`src/rtl/meadisp_pkg.sv`:
```
`timescale 1ns / 1ps
// ----------------------------------------------------------------------------
// MIDI actuator dispatch package
// Shared types and codes for the dispatch pipeline and its port checker.
// ----------------------------------------------------------------------------
package meadisp_pkg;

  // Result action codes.
  typedef enum logic [3:0] {
    ACT_NONE    = 4'd0,
    ACT_FIRE    = 4'd1,
    ACT_RELEASE = 4'd2,
    ACT_MENU    = 4'd3,
    ACT_PREV    = 4'd4,
    ACT_NEXT    = 4'd5,
    ACT_DEC     = 4'd6,
    ACT_INC     = 4'd7,
    ACT_STEPPER = 4'd8
  } act_t;

  // Event kind codes carried on in_tuser.
  localparam logic [1:0] OP_NOTE_ON  = 2'd0;
  localparam logic [1:0] OP_NOTE_OFF = 2'd1;
  localparam logic [1:0] OP_CTRL_CHG = 2'd2;

  // Configuration register indexes (byte address is 4 times the index).
  localparam logic [1:0] REG_LISTEN_CH = 2'd0;
  localparam logic [1:0] REG_VEL_FLOOR = 2'd1;
  localparam logic [1:0] REG_VEL_CEIL  = 2'd2;
  localparam logic [1:0] REG_VEL_KNEE  = 2'd3;

  localparam logic [4:0] LISTEN_CH_RESET = 5'd1;
  localparam logic [4:0] LISTEN_CH_MAX   = 5'd16;
  localparam logic [6:0] VEL_FLOOR_RESET = 7'd0;
  localparam logic [6:0] VEL_CEIL_RESET  = 7'd127;
  localparam logic [6:0] VEL_KNEE_RESET  = 7'd64;

  localparam logic [6:0] STEPPER_CC      = 7'd22;
  localparam logic [3:0] FIRE_BAND       = 4'd6;   // octave 4
  localparam logic [3:0] MENU_BAND       = 4'd3;   // octave 1
  localparam logic [3:0] MAX_SOL_PITCH   = 4'd7;

  // Divide by twelve: key * 43 >> 9 is exact for keys 0..127.
  localparam logic [5:0] DIV12_MUL       = 6'd43;
  localparam int         DIV12_SHIFT     = 9;
  localparam logic [3:0] PITCHES         = 4'd12;

  // Divide by 63: n * 16645 >> 20 is exact for n up to 8128.
  localparam logic [14:0] DIV63_MUL      = 15'd16645;
  localparam int          DIV63_SHIFT    = 20;

  // Stage 1: decoded event and operands of the velocity curve.
  typedef struct packed {
    act_t             act;
    logic [3:0]       sol;
    logic             fire;
    logic [6:0]       raw_drive;   // controller value for stepper, else 0
    logic [5:0]       xoff;
    logic signed [8:0] slope;
    logic [6:0]       base;
  } s1_t;

  // Stage 2: product of the curve.
  typedef struct packed {
    act_t        act;
    logic [3:0]  sol;
    logic        fire;
    logic [6:0]  raw_drive;
    logic        neg;
    logic [13:0] mag;
    logic [6:0]  base;
  } s2_t;

  // Stage 3: quotient of the curve.
  typedef struct packed {
    act_t        act;
    logic [3:0]  sol;
    logic        fire;
    logic [6:0]  raw_drive;
    logic        neg;
    logic [7:0]  quo;
    logic [6:0]  base;
  } s3_t;

endpackage

```
`src/rtl/midi_event_actuator_dispatch_top.sv`:
```
`timescale 1ns / 1ps
// ----------------------------------------------------------------------------
// MIDI event actuator dispatch
// Turns decoded MIDI events into solenoid, menu and stepper actions.
// ----------------------------------------------------------------------------
// The block takes one decoded MIDI event per request and returns exactly one
// action per event, in order. It accepts a new event in every clock cycle
// as long as out_tready is high or some stage is still empty. Each event
// passes through four register stages, the first of which loads at the
// edge that accepts it: event decode, the velocity curve multiply, the
// reciprocal multiply that divides by 63, and the final add of the base
// into the output register. When out_tready is low the stages fill up
// behind the output register and in_tready drops only once every stage holds
// an event. Events on a channel other than the listening channel, unknown
// event kinds, and notes or controllers without a mapping all give action
// "none" with zero solenoid index and drive. The velocity of a fired solenoid
// follows a two-segment curve set by the floor, knee and ceiling registers;
// with the knee at zero the low segment can reach -1, which the signed drive
// field carries. Configuration registers sit on the APB-style port at byte
// addresses 0 (listening channel, values above 16 saturate to 16), 4 (floor),
// 8 (ceiling) and 12 (knee); they must be written only while no event is in
// flight.
// ----------------------------------------------------------------------------
module midi_event_actuator_dispatch_top
  import meadisp_pkg::*;
(
  input  logic        clk,
  input  logic        rst_n,

  input  logic        in_tvalid,
  output logic        in_tready,
  input  logic [23:0] in_tdata,   // event_channel[4:0], key_number[11:5],
                                  // event_value[18:12], zero pad[23:19]
  input  logic [1:0]  in_tuser,   // operation[1:0]

  output logic        out_tvalid,
  input  logic        out_tready,
  output logic [15:0] out_tdata,  // solenoid_index[3:0], drive_amount[11:4],
                                  // zero pad[15:12]
  output logic [3:0]  out_tuser,  // action[3:0]

  input  logic        cfg_psel,
  input  logic        cfg_penable,
  input  logic        cfg_pwrite,
  input  logic [3:0]  cfg_paddr,
  input  logic [31:0] cfg_pwdata,
  output logic [31:0] cfg_prdata,
  output logic        cfg_pready
);

  // --------------------------------------------------------------------------
  // Configuration registers
  // --------------------------------------------------------------------------
  logic [4:0] listen_ch_r;
  logic [6:0] vel_floor_r;
  logic [6:0] vel_ceil_r;
  logic [6:0] vel_knee_r;
  logic       cfg_wr;
  logic [1:0] cfg_idx;
  logic [4:0] wr_ch;

  assign cfg_pready = 1'b1;
  assign cfg_wr     = cfg_psel && cfg_penable && cfg_pwrite && cfg_pready;
  assign cfg_idx    = cfg_paddr[3:2];
  // A channel number above 16 saturates to 16.
  assign wr_ch      = (cfg_pwdata[4:0] > LISTEN_CH_MAX) ? LISTEN_CH_MAX : cfg_pwdata[4:0];

  always_ff @(posedge clk) begin
    if (!rst_n) begin
      listen_ch_r <= LISTEN_CH_RESET;
      vel_floor_r <= VEL_FLOOR_RESET;
      vel_ceil_r  <= VEL_CEIL_RESET;
      vel_knee_r  <= VEL_KNEE_RESET;
    end else if (cfg_wr) begin
      unique case (cfg_idx)
        REG_LISTEN_CH: listen_ch_r <= wr_ch;
        REG_VEL_FLOOR: vel_floor_r <= cfg_pwdata[6:0];
        REG_VEL_CEIL:  vel_ceil_r  <= cfg_pwdata[6:0];
        REG_VEL_KNEE:  vel_knee_r  <= cfg_pwdata[6:0];
      endcase
    end
  end

  always_comb begin
    cfg_prdata = '0;
    unique case (cfg_idx)
      REG_LISTEN_CH: cfg_prdata = {27'd0, listen_ch_r};
      REG_VEL_FLOOR: cfg_prdata = {25'd0, vel_floor_r};
      REG_VEL_CEIL:  cfg_prdata = {25'd0, vel_ceil_r};
      REG_VEL_KNEE:  cfg_prdata = {25'd0, vel_knee_r};
    endcase
  end

  // --------------------------------------------------------------------------
  // Pipeline flow control. A stage loads whenever it is empty or the stage
  // after it loads in the same cycle, so a stall backs up without loss.
  // --------------------------------------------------------------------------
  logic v1_r, v2_r, v3_r, v4_r;
  logic ld1, ld2, ld3, ld4;

  assign ld4       = !v4_r || out_tready;
  assign ld3       = !v3_r || ld4;
  assign ld2       = !v2_r || ld3;
  assign ld1       = !v1_r || ld2;
  assign in_tready = ld1;

  always_ff @(posedge clk) begin
    if (!rst_n) begin
      v1_r <= 1'b0;
      v2_r <= 1'b0;
      v3_r <= 1'b0;
      v4_r <= 1'b0;
    end else begin
      if (ld1) v1_r <= in_tvalid;
      if (ld2) v2_r <= v1_r;
      if (ld3) v3_r <= v2_r;
      if (ld4) v4_r <= v3_r;
    end
  end

  // --------------------------------------------------------------------------
  // Stage 1: decode the event and pick the curve segment.
  // --------------------------------------------------------------------------
  logic [1:0]  ev_op;
  logic [4:0]  ev_ch;
  logic [6:0]  ev_key;
  logic [6:0]  ev_val;
  logic [12:0] key_scaled;
  logic [3:0]  band;
  logic [6:0]  band_base;
  logic [3:0]  pitch;
  s1_t         s1_nxt, s1_r;

  assign ev_op  = in_tuser;
  assign ev_ch  = in_tdata[4:0];
  assign ev_key = in_tdata[11:5];
  assign ev_val = in_tdata[18:12];

  assign key_scaled = {6'd0, ev_key} * {7'd0, DIV12_MUL};
  assign band       = key_scaled[12:DIV12_SHIFT];
  assign band_base  = {3'd0, band} * {3'd0, PITCHES};
  assign pitch      = 4'(ev_key - band_base);

  always_comb begin
    s1_nxt           = '0;
    s1_nxt.act       = ACT_NONE;
    // Both segments use the low six bits of the raw velocity as offset.
    s1_nxt.xoff      = ev_val[5:0];
    if (ev_val[6]) begin
      s1_nxt.slope = $signed({2'b00, vel_ceil_r}) - $signed({2'b00, vel_knee_r});
      s1_nxt.base  = vel_knee_r;
    end else begin
      s1_nxt.slope = $signed({2'b00, vel_knee_r}) - 9'sd1 - $signed({2'b00, vel_floor_r});
      s1_nxt.base  = vel_floor_r;
    end
    if (ev_ch == listen_ch_r) begin
      unique case (ev_op)
        OP_NOTE_ON: begin
          if (band == FIRE_BAND && pitch <= MAX_SOL_PITCH) begin
            s1_nxt.act  = ACT_FIRE;
            s1_nxt.sol  = pitch + 4'd1;
            s1_nxt.fire = 1'b1;
          end else if (band == MENU_BAND) begin
            unique case (pitch)
              4'd0:    s1_nxt.act = ACT_MENU;
              4'd2:    s1_nxt.act = ACT_PREV;
              4'd4:    s1_nxt.act = ACT_NEXT;
              4'd5:    s1_nxt.act = ACT_DEC;
              4'd7:    s1_nxt.act = ACT_INC;
              default: s1_nxt.act = ACT_NONE;
            endcase
          end
        end
        OP_NOTE_OFF: begin
          if (pitch <= MAX_SOL_PITCH) begin
            s1_nxt.act = ACT_RELEASE;
            s1_nxt.sol = pitch + 4'd1;
          end
        end
        OP_CTRL_CHG: begin
          if (ev_key == STEPPER_CC) begin
            s1_nxt.act       = ACT_STEPPER;
            s1_nxt.raw_drive = ev_val;
          end
        end
        default: s1_nxt.act = ACT_NONE;
      endcase
    end
  end

  always_ff @(posedge clk) begin
    if (ld1) s1_r <= s1_nxt;
  end

  // --------------------------------------------------------------------------
  // Stage 2: offset times slope, kept as sign and magnitude.
  // --------------------------------------------------------------------------
  logic signed [15:0] prod;
  logic        [15:0] prod_abs;
  s2_t                s2_nxt, s2_r;

  assign prod     = $signed({1'b0, s1_r.xoff}) * s1_r.slope;
  assign prod_abs = prod[15] ? 16'(-prod) : prod;

  always_comb begin
    s2_nxt           = '0;
    s2_nxt.act       = s1_r.act;
    s2_nxt.sol       = s1_r.sol;
    s2_nxt.fire      = s1_r.fire;
    s2_nxt.raw_drive = s1_r.raw_drive;
    s2_nxt.neg       = prod[15];
    s2_nxt.mag       = prod_abs[13:0];
    s2_nxt.base      = s1_r.base;
  end

  always_ff @(posedge clk) begin
    if (ld2) s2_r <= s2_nxt;
  end

  // --------------------------------------------------------------------------
  // Stage 3: magnitude divided by 63 through a reciprocal multiply.
  // --------------------------------------------------------------------------
  logic [28:0] recip_prod;
  s3_t         s3_nxt, s3_r;

  assign recip_prod = {15'd0, s2_r.mag} * {14'd0, DIV63_MUL};

  always_comb begin
    s3_nxt           = '0;
    s3_nxt.act       = s2_r.act;
    s3_nxt.sol       = s2_r.sol;
    s3_nxt.fire      = s2_r.fire;
    s3_nxt.raw_drive = s2_r.raw_drive;
    s3_nxt.neg       = s2_r.neg;
    s3_nxt.quo       = recip_prod[DIV63_SHIFT +: 8];
    s3_nxt.base      = s2_r.base;
  end

  always_ff @(posedge clk) begin
    if (ld3) s3_r <= s3_nxt;
  end

  // --------------------------------------------------------------------------
  // Stage 4: for a fire, apply the sign (truncation toward zero) and add the
  // segment base, else pass the controller value; load the output register.
  // --------------------------------------------------------------------------
  logic signed [9:0] quo_s;
  logic signed [9:0] shaped;
  logic        [7:0] drive_nxt;
  logic        [7:0] drive_r;
  logic        [3:0] sol_r;
  act_t              act_r;

  assign quo_s  = s3_r.neg ? -$signed({2'b00, s3_r.quo}) : $signed({2'b00, s3_r.quo});
  assign shaped = $signed({3'b000, s3_r.base}) + quo_s;

  always_comb begin
    if (s3_r.fire) begin
      drive_nxt = shaped[7:0];
    end else begin
      drive_nxt = {1'b0, s3_r.raw_drive};
    end
  end

  always_ff @(posedge clk) begin
    if (ld4) begin
      act_r   <= s3_r.act;
      sol_r   <= s3_r.sol;
      drive_r <= drive_nxt;
    end
  end

  assign out_tvalid = v4_r;
  assign out_tuser  = act_r;
  assign out_tdata  = {4'd0, drive_r, sol_r};

endmodule

```
`config.mk`:
```
export PLATFORM = sky130hd
export DESIGN_NAME = midi_event_actuator_dispatch_top
export DESIGN_NICKNAME = d
export VERILOG_FILES = /design/src/rtl/meadisp_pkg.sv /design/src/rtl/midi_event_actuator_dispatch_top.sv
export SDC_FILE = /design/constraint.sdc
export NUM_CORES = 1
export LEC_CHECK = 0
export ABC_AREA = 1
export BUFFER_PORTS_ARGS = -buffer_cell sky130_fd_sc_hd__buf_2
export CAP_MARGIN = 10
export CORE_MARGIN = 4
export CORE_UTILIZATION = 45
export CTS_BUF_LIST = sky130_fd_sc_hd__clkbuf_16
export DETAILED_ROUTE_END_ITERATION = 16
export PLACE_DENSITY_LB_ADDON = 0.2
export RECOVER_POWER = 100
export SYNTH_ARGS = -nofsm -noshare
export SYNTH_HDL_FRONTEND = slang
export SYNTH_SLANG_ARGS = --single-unit
```
`constraint.sdc`:
```
create_clock -name clk -period 5.2 [get_ports clk]
set_input_delay 0.26 -clock clk [delete_from_list [all_inputs] [get_ports clk]]
set_output_delay 0.26 -clock clk [all_outputs]
set_load 0.03 [all_outputs]
```
# After elaboration in Yosys (flattened, before gate mapping)
# Index checks and enable logic that the tools add are counted.
[classes] n_addsub=8 mul=4 order_cmp=2 n_eq_ne=13 n_mux=14 reduce_logical=20
[op_table] cell="$pmux W32 S4" count=1
[op_table] cell="$mul A14 B15 Y28 const B" count=1
[op_table] cell="$eq A4 B3 Y1 const B" count=4
[op_table] cell="$mul A7 B9 Y16" count=1
[op_table] cell="$mux W16" count=1
[op_table] cell="$pmux W3 S5" count=1
[op_table] cell="$mux W14" count=1
[op_table] cell="$neg A14 Y14" count=1
[op_table] cell="$mul A7 B6 Y13 const B" count=1
[op_table] cell="$mux W4" count=3
[op_table] cell="$pmux W4 S3" count=1
[op_table] cell="$mux W5" count=2
[op_table] cell="$reduce_and A2 Y1" count=5
[op_table] cell="$sub A8 B8 Y9" count=1
[op_table] cell="$add A8 B8 Y8" count=1
[op_table] cell="$eq A4 B2 Y1 const B" count=2
[op_table] cell="$mux W8" count=1
[op_table] cell="$neg A8 Y8" count=1
[op_table] cell="$pmux W4 S2" count=1
[op_table] cell="$sub A7 B1 Y8 const B" count=1
[op_table] cell="$sub A7 B7 Y8" count=1
[op_table] cell="$eq A7 B5 Y1 const B" count=1
[op_table] cell="$mux W7" count=1
[op_table] cell="$eq A2 B2 Y1 const B" count=3
[op_table] cell="14 further kinds" count=24
[totals] regBits=154 input_bits=69 out_inout_bits=55 elab_cells=94

# Longest topological paths before layout
[depth] word_depth=8 depth_mapped=26 ltp_nobuf=25

# Least setup slack after synthesis
# Ideal clock, no wire load.
[synth_path] kind="register to register" from="reg s1_r[19] (netlist name)" to="reg s2_r[18] (netlist name), data pin" setup_time_ps=252 t_arrival_ps=4200 required_time_ps=4948 slack_ps=748 stages_incl_launch_ff=23 n_path_buf=2 period_less_slack_ps=4452 path_cell_list="edfxtp_1 > clkbuf_1 > nand2_1 > inv_1 > fa_1 > inv_1 > fa_1 > inv_1 > fa_1 > inv_1 > fa_1 > inv_1 > ha_1 > nand2_1 > inv_2 > nand3_1 > nand2_1 > and2_1 > o21ai_1 > nand2_4 > buf_6 > nand3b_1 > nand2_1"
[synth_between] elab_chain_len=3
[synth_rtl] item="from (decl)" line_no="midi_event_actuator_dispatch_top.sv:132" rtl="s1_t s1_nxt, s1_r;"
[synth_rtl] item="from (signal assigned)" line_no="midi_event_actuator_dispatch_top.sv:192" rtl="if (ld1) s1_r <= s1_nxt;"
[synth_rtl] item="$mul A7 B9 Y16 *" line_no="midi_event_actuator_dispatch_top.sv:202" rtl="assign prod = $signed({1'b0, s1_r.xoff}) * s1_r.slope;"
[synth_rtl] item="$neg A14 Y14" line_no="midi_event_actuator_dispatch_top.sv:203" rtl="assign prod_abs = prod[15] ? 16'(-prod) : prod;"
[synth_rtl] item="$mux W14 *" line_no="midi_event_actuator_dispatch_top.sv:203"
[synth_rtl] item="net prod_abs[11]" line_no="midi_event_actuator_dispatch_top.sv:199" rtl="logic [15:0] prod_abs;"
[synth_rtl] item="to (signal assigned)" line_no="midi_event_actuator_dispatch_top.sv:217" rtl="if (ld2) s2_r <= s2_nxt;"
[synth_rtl] item="to (decl)" line_no="midi_event_actuator_dispatch_top.sv:200" rtl="s2_t s2_nxt, s2_r;"
# The timed path passes the listed nets; every way through them passes the cells marked *.
# A chain may end at the register's enable or synchronous reset.

# Worst setup path in the final report
# Ends and elaborated chain as after synthesis.

==> results.toml <==
[synth]
async_reset_ff_frac = 0
synth_common_cells = "nand2_1, inv_1, ha_1"
synth_edf_count = 124
synthSimpleGateAreaFrac = 0.174
ys_warn_count = 0
syn_area_sq_mm = 0.0124
synthCells = 1415
ys_seq_area_frac = 0.350
netlist.area_leader.share = 0.301
avgSynthCellArea_sq_um = 8.73
synth_compound_area_frac = 0.0669
synthMuxAreaShare = 0.000810
synth_top_family_by_area = "adder cells"
yosys-top-cells-area = "edfxtp_1, ha_1, fa_1"
synth.distinct_cells = 52
yosysTopAreaCell = "edfxtp_1"
ys_seq_elements = 154
synth_most_common_cell = "nand2_1"
synthAdderAreaFrac = 0.267
ys.flop_type = "edfxtp_1"
synth-xor-area-share = 0.0290

[cts]
clock_sinks = 154
cts_tree = "done"
post_cts_buffers = 0
ctsResizeCount = 0
numCtsBuffers = 17
hold_buffers = 0
clock_latency_ns = 0.43
clkTransAtPathRegs_ns = 0.07
clock-root-buffer = "clkbuf_16"
clockBufferDepth = 2
cts_max_level = 4

[grt]
grt_use_total = 0.163
grt_pass1_wl_um = 41100
antenna_found_initial = 0
grt_start_max_net_pins = 41
grt_pass1_vias = 8633
grt_overflow_total = 0

[timing]
worstMarginPinSlew_ns = 1.97
fmax_mhz = 210
relSlewSlack = -0.315
finClkSkew_ns = 0.0125
finalCriticalPeriod_ns = 4.75
fin_crit_sh = 0.914
setup_viol = 0
slew_viol_final = 114
tns_ns = 0
rsz0062_at_grt = "no"
finalHoldViolations = 0

[job]
maxCapViolCount = 3

[worst_setup_path]
cp.required_ns = 5.38
slowest_stage = "edfxtp_1"
path_class = "reg -> reg"
critPathTopFamily = "adder cells"
cp.buffers_inverters = 6
slowest_delay_ns = 0.53
crit_fanout = 27
arrival_ns = 4.94
end_kind = "register"
crit_chain = "nand2_1 > inv_1 > fa_1 > inv_1 > fa_1 > inv_1 > fa_1 > inv_1 > fa_1 > inv_1 > ha_1 > nand2_1 > inv_1 > nand3_1 > nand2_1 > and2_0 > nor2_1 > nand3_1 > nand2_4 > nand2_1 > nand2_1 > nand2_1"
start_kind = "register"

[routing]
vias = 8796
routedWlPerCell_um = 12.9
dr.pass1.iters = 5
vias_per_cell = 4.80
drc = 0
ant_nets = 0
drt_iter0_drc = 457
drt_wl_total_um = 23600

[status]
status = "finished, violations left"
violations = "max-capacitance violations, max-slew violations"

[finish]
antenna_cells = 0
drive_gt1_frac = 0.0529
final_nets = 1777
fillers = 2521
area_growth_syn_to_layout_pct = 9.00

[floorplanning]
num_rows = 60
dieArea_sq_mm = 0.0302
die_width_um = 174
core_sq_mm = 0.0270
initial_utilization = 0.458
ios = 124
dieHeight_um = 174

[place]
io_buffer_count = 61
globalplace.congestion = 0.840
hpwl_um = 19500

[power]
ir_drop_mv = 0.389
power.density_mw_per_mm2 = 612
design_power_total_mw = 8.24
p_leak_nw = 7.05

[worst_hold_path]
hp-class = "in -> reg"
-- metal layers --
metal,up-vias,routed length (um),part of all wire,global-route usage
met5,-,0,0,0
met4,0,269,0.011,0.0393
met3,19,594,0.025,0.0236
met2,112,11200,0.47,0.267
met1,4017,11600,0.49,0.232
li1,4648,-,-,-
-- where the power goes --
part           total (mW)  internal, mW  switching (mW)
Sequential           1.71          1.55           0.156
Combinational        5.27          1.97            3.30
Clock                1.25         0.659           0.595
-- stage by stage --
step | instances | worst slack [ns] | area [sq um] | hold WS [ns] | utilization
finish | 1834 | 0.445 | 13500 | 0.0669 | 0.500
global route | 1834 | 0.0765 | 13500 | 0.0611 | 0.500
CTS | 1834 | 0.435 | 13500 | 0.0257 | 0.502
detailed placement | 1802 | 0.442 | 12900 | 0.405 | 0.479
global placement | 1802 | 0.481 | 12900 | 0.400 | 0.479
floorplan | 1443 | 0.748 | 12500 | 0.359 | -
-- state kept, by name (all words and copies together) (netlist names) --
| signal | count |
|---|---|
| s3_r | 32 |
| out_tvalid | 1 |
| drive_r | 8 |
| vel_knee_r | 7 |
| listen_ch_r | 5 |
| v2_r | 1 |
| sol_r | 4 |
| v3_r | 1 |
| s1_r | 38 |
| vel_floor_r | 7 |
| out_tuser | 4 |
| vel_ceil_r | 7 |
| s2_r | 38 |
| v1_r | 1 |
-- layout by cell type (no fill, tap or decap), types with 2 or more instances in the layout --
cell type and n:
nand2_1 305, inv_1 282, ha_1 169, edfxtp_1 124, nor2_1 86, nand3_1 67
a21oi_1 59, fa_1 59, o21ai_0 49, clkbuf_1 37, xor2_1 31, conb_1 30
dfxtp_1 30, buf_2 26, clkbuf_16 17, nor3_1 15, nand4_1 12, nand2_2 8
xnor2_1 8, inv_8 7, o211ai_1 6, clkinv_1 4, o22ai_1 4, or2_2 4
o21ai_1 4, nand3b_1 4, o2111ai_1 3, a211oi_1 3, a31oi_1 3, clkinv_8 3
o221ai_1 2, a21o_1 2, inv_2 2, o21bai_1 2, a21boi_0 2, o31ai_1 2
o21a_1 2, inv_12 2, clkinv_4 2
-- worst register-to-register path: cells and delay by family, from the launching register on --
| family | cells | cell delay (ns) |
|---|---|---|
| fa+ha+maj | 5 | 2.39 |
| buf+inv | 6 | 0.32 |
| flops | 1 | 0.53 |
| simple gates | 11 | 1.26 |
-- cell type report --
type	count	area, sq um	share of cell area
Clock buffer	17	425	0.0316
Clock inverter	15	185	0.0138
Inverter	288	1080	0.0803
Multi-Input combinational cell	956	6750	0.501
Sequential cell	154	4320	0.321
Tap cell	341	427	0.0317
Timing Repair Buffer	63	269	0.0200
-- worst paths after layout --
kind,cells past startpoint,slack (ns),endpoint,from
setup reg to reg,22,0.45,s2_r[18],s1_r[19]
hold / removal,3,0.07,vel_ceil_r[5],cfg_pwdata[5]
hold reg to reg,0,0.41,s3_r[24],s2_r[30]
setup / recovery,22,0.45,s2_r[18],s1_r[19]
-- logic make-up (layout without fill, tap and decap cells) --
group / Yosys count / after routing
buffers and inverters: 333 / 383
multiplexers: 1 / 1
flip-flops: 154 / 154
adder cells (fa/ha/maj): 228 / 228
AO/OA/AOI/OAI: 147 / 147
AND/OR/NAND/NOR: 510 / 510
other: 2 / 30
XOR/XNOR: 40 / 40
No activity file was read; power rests on OpenSTA's default activity.
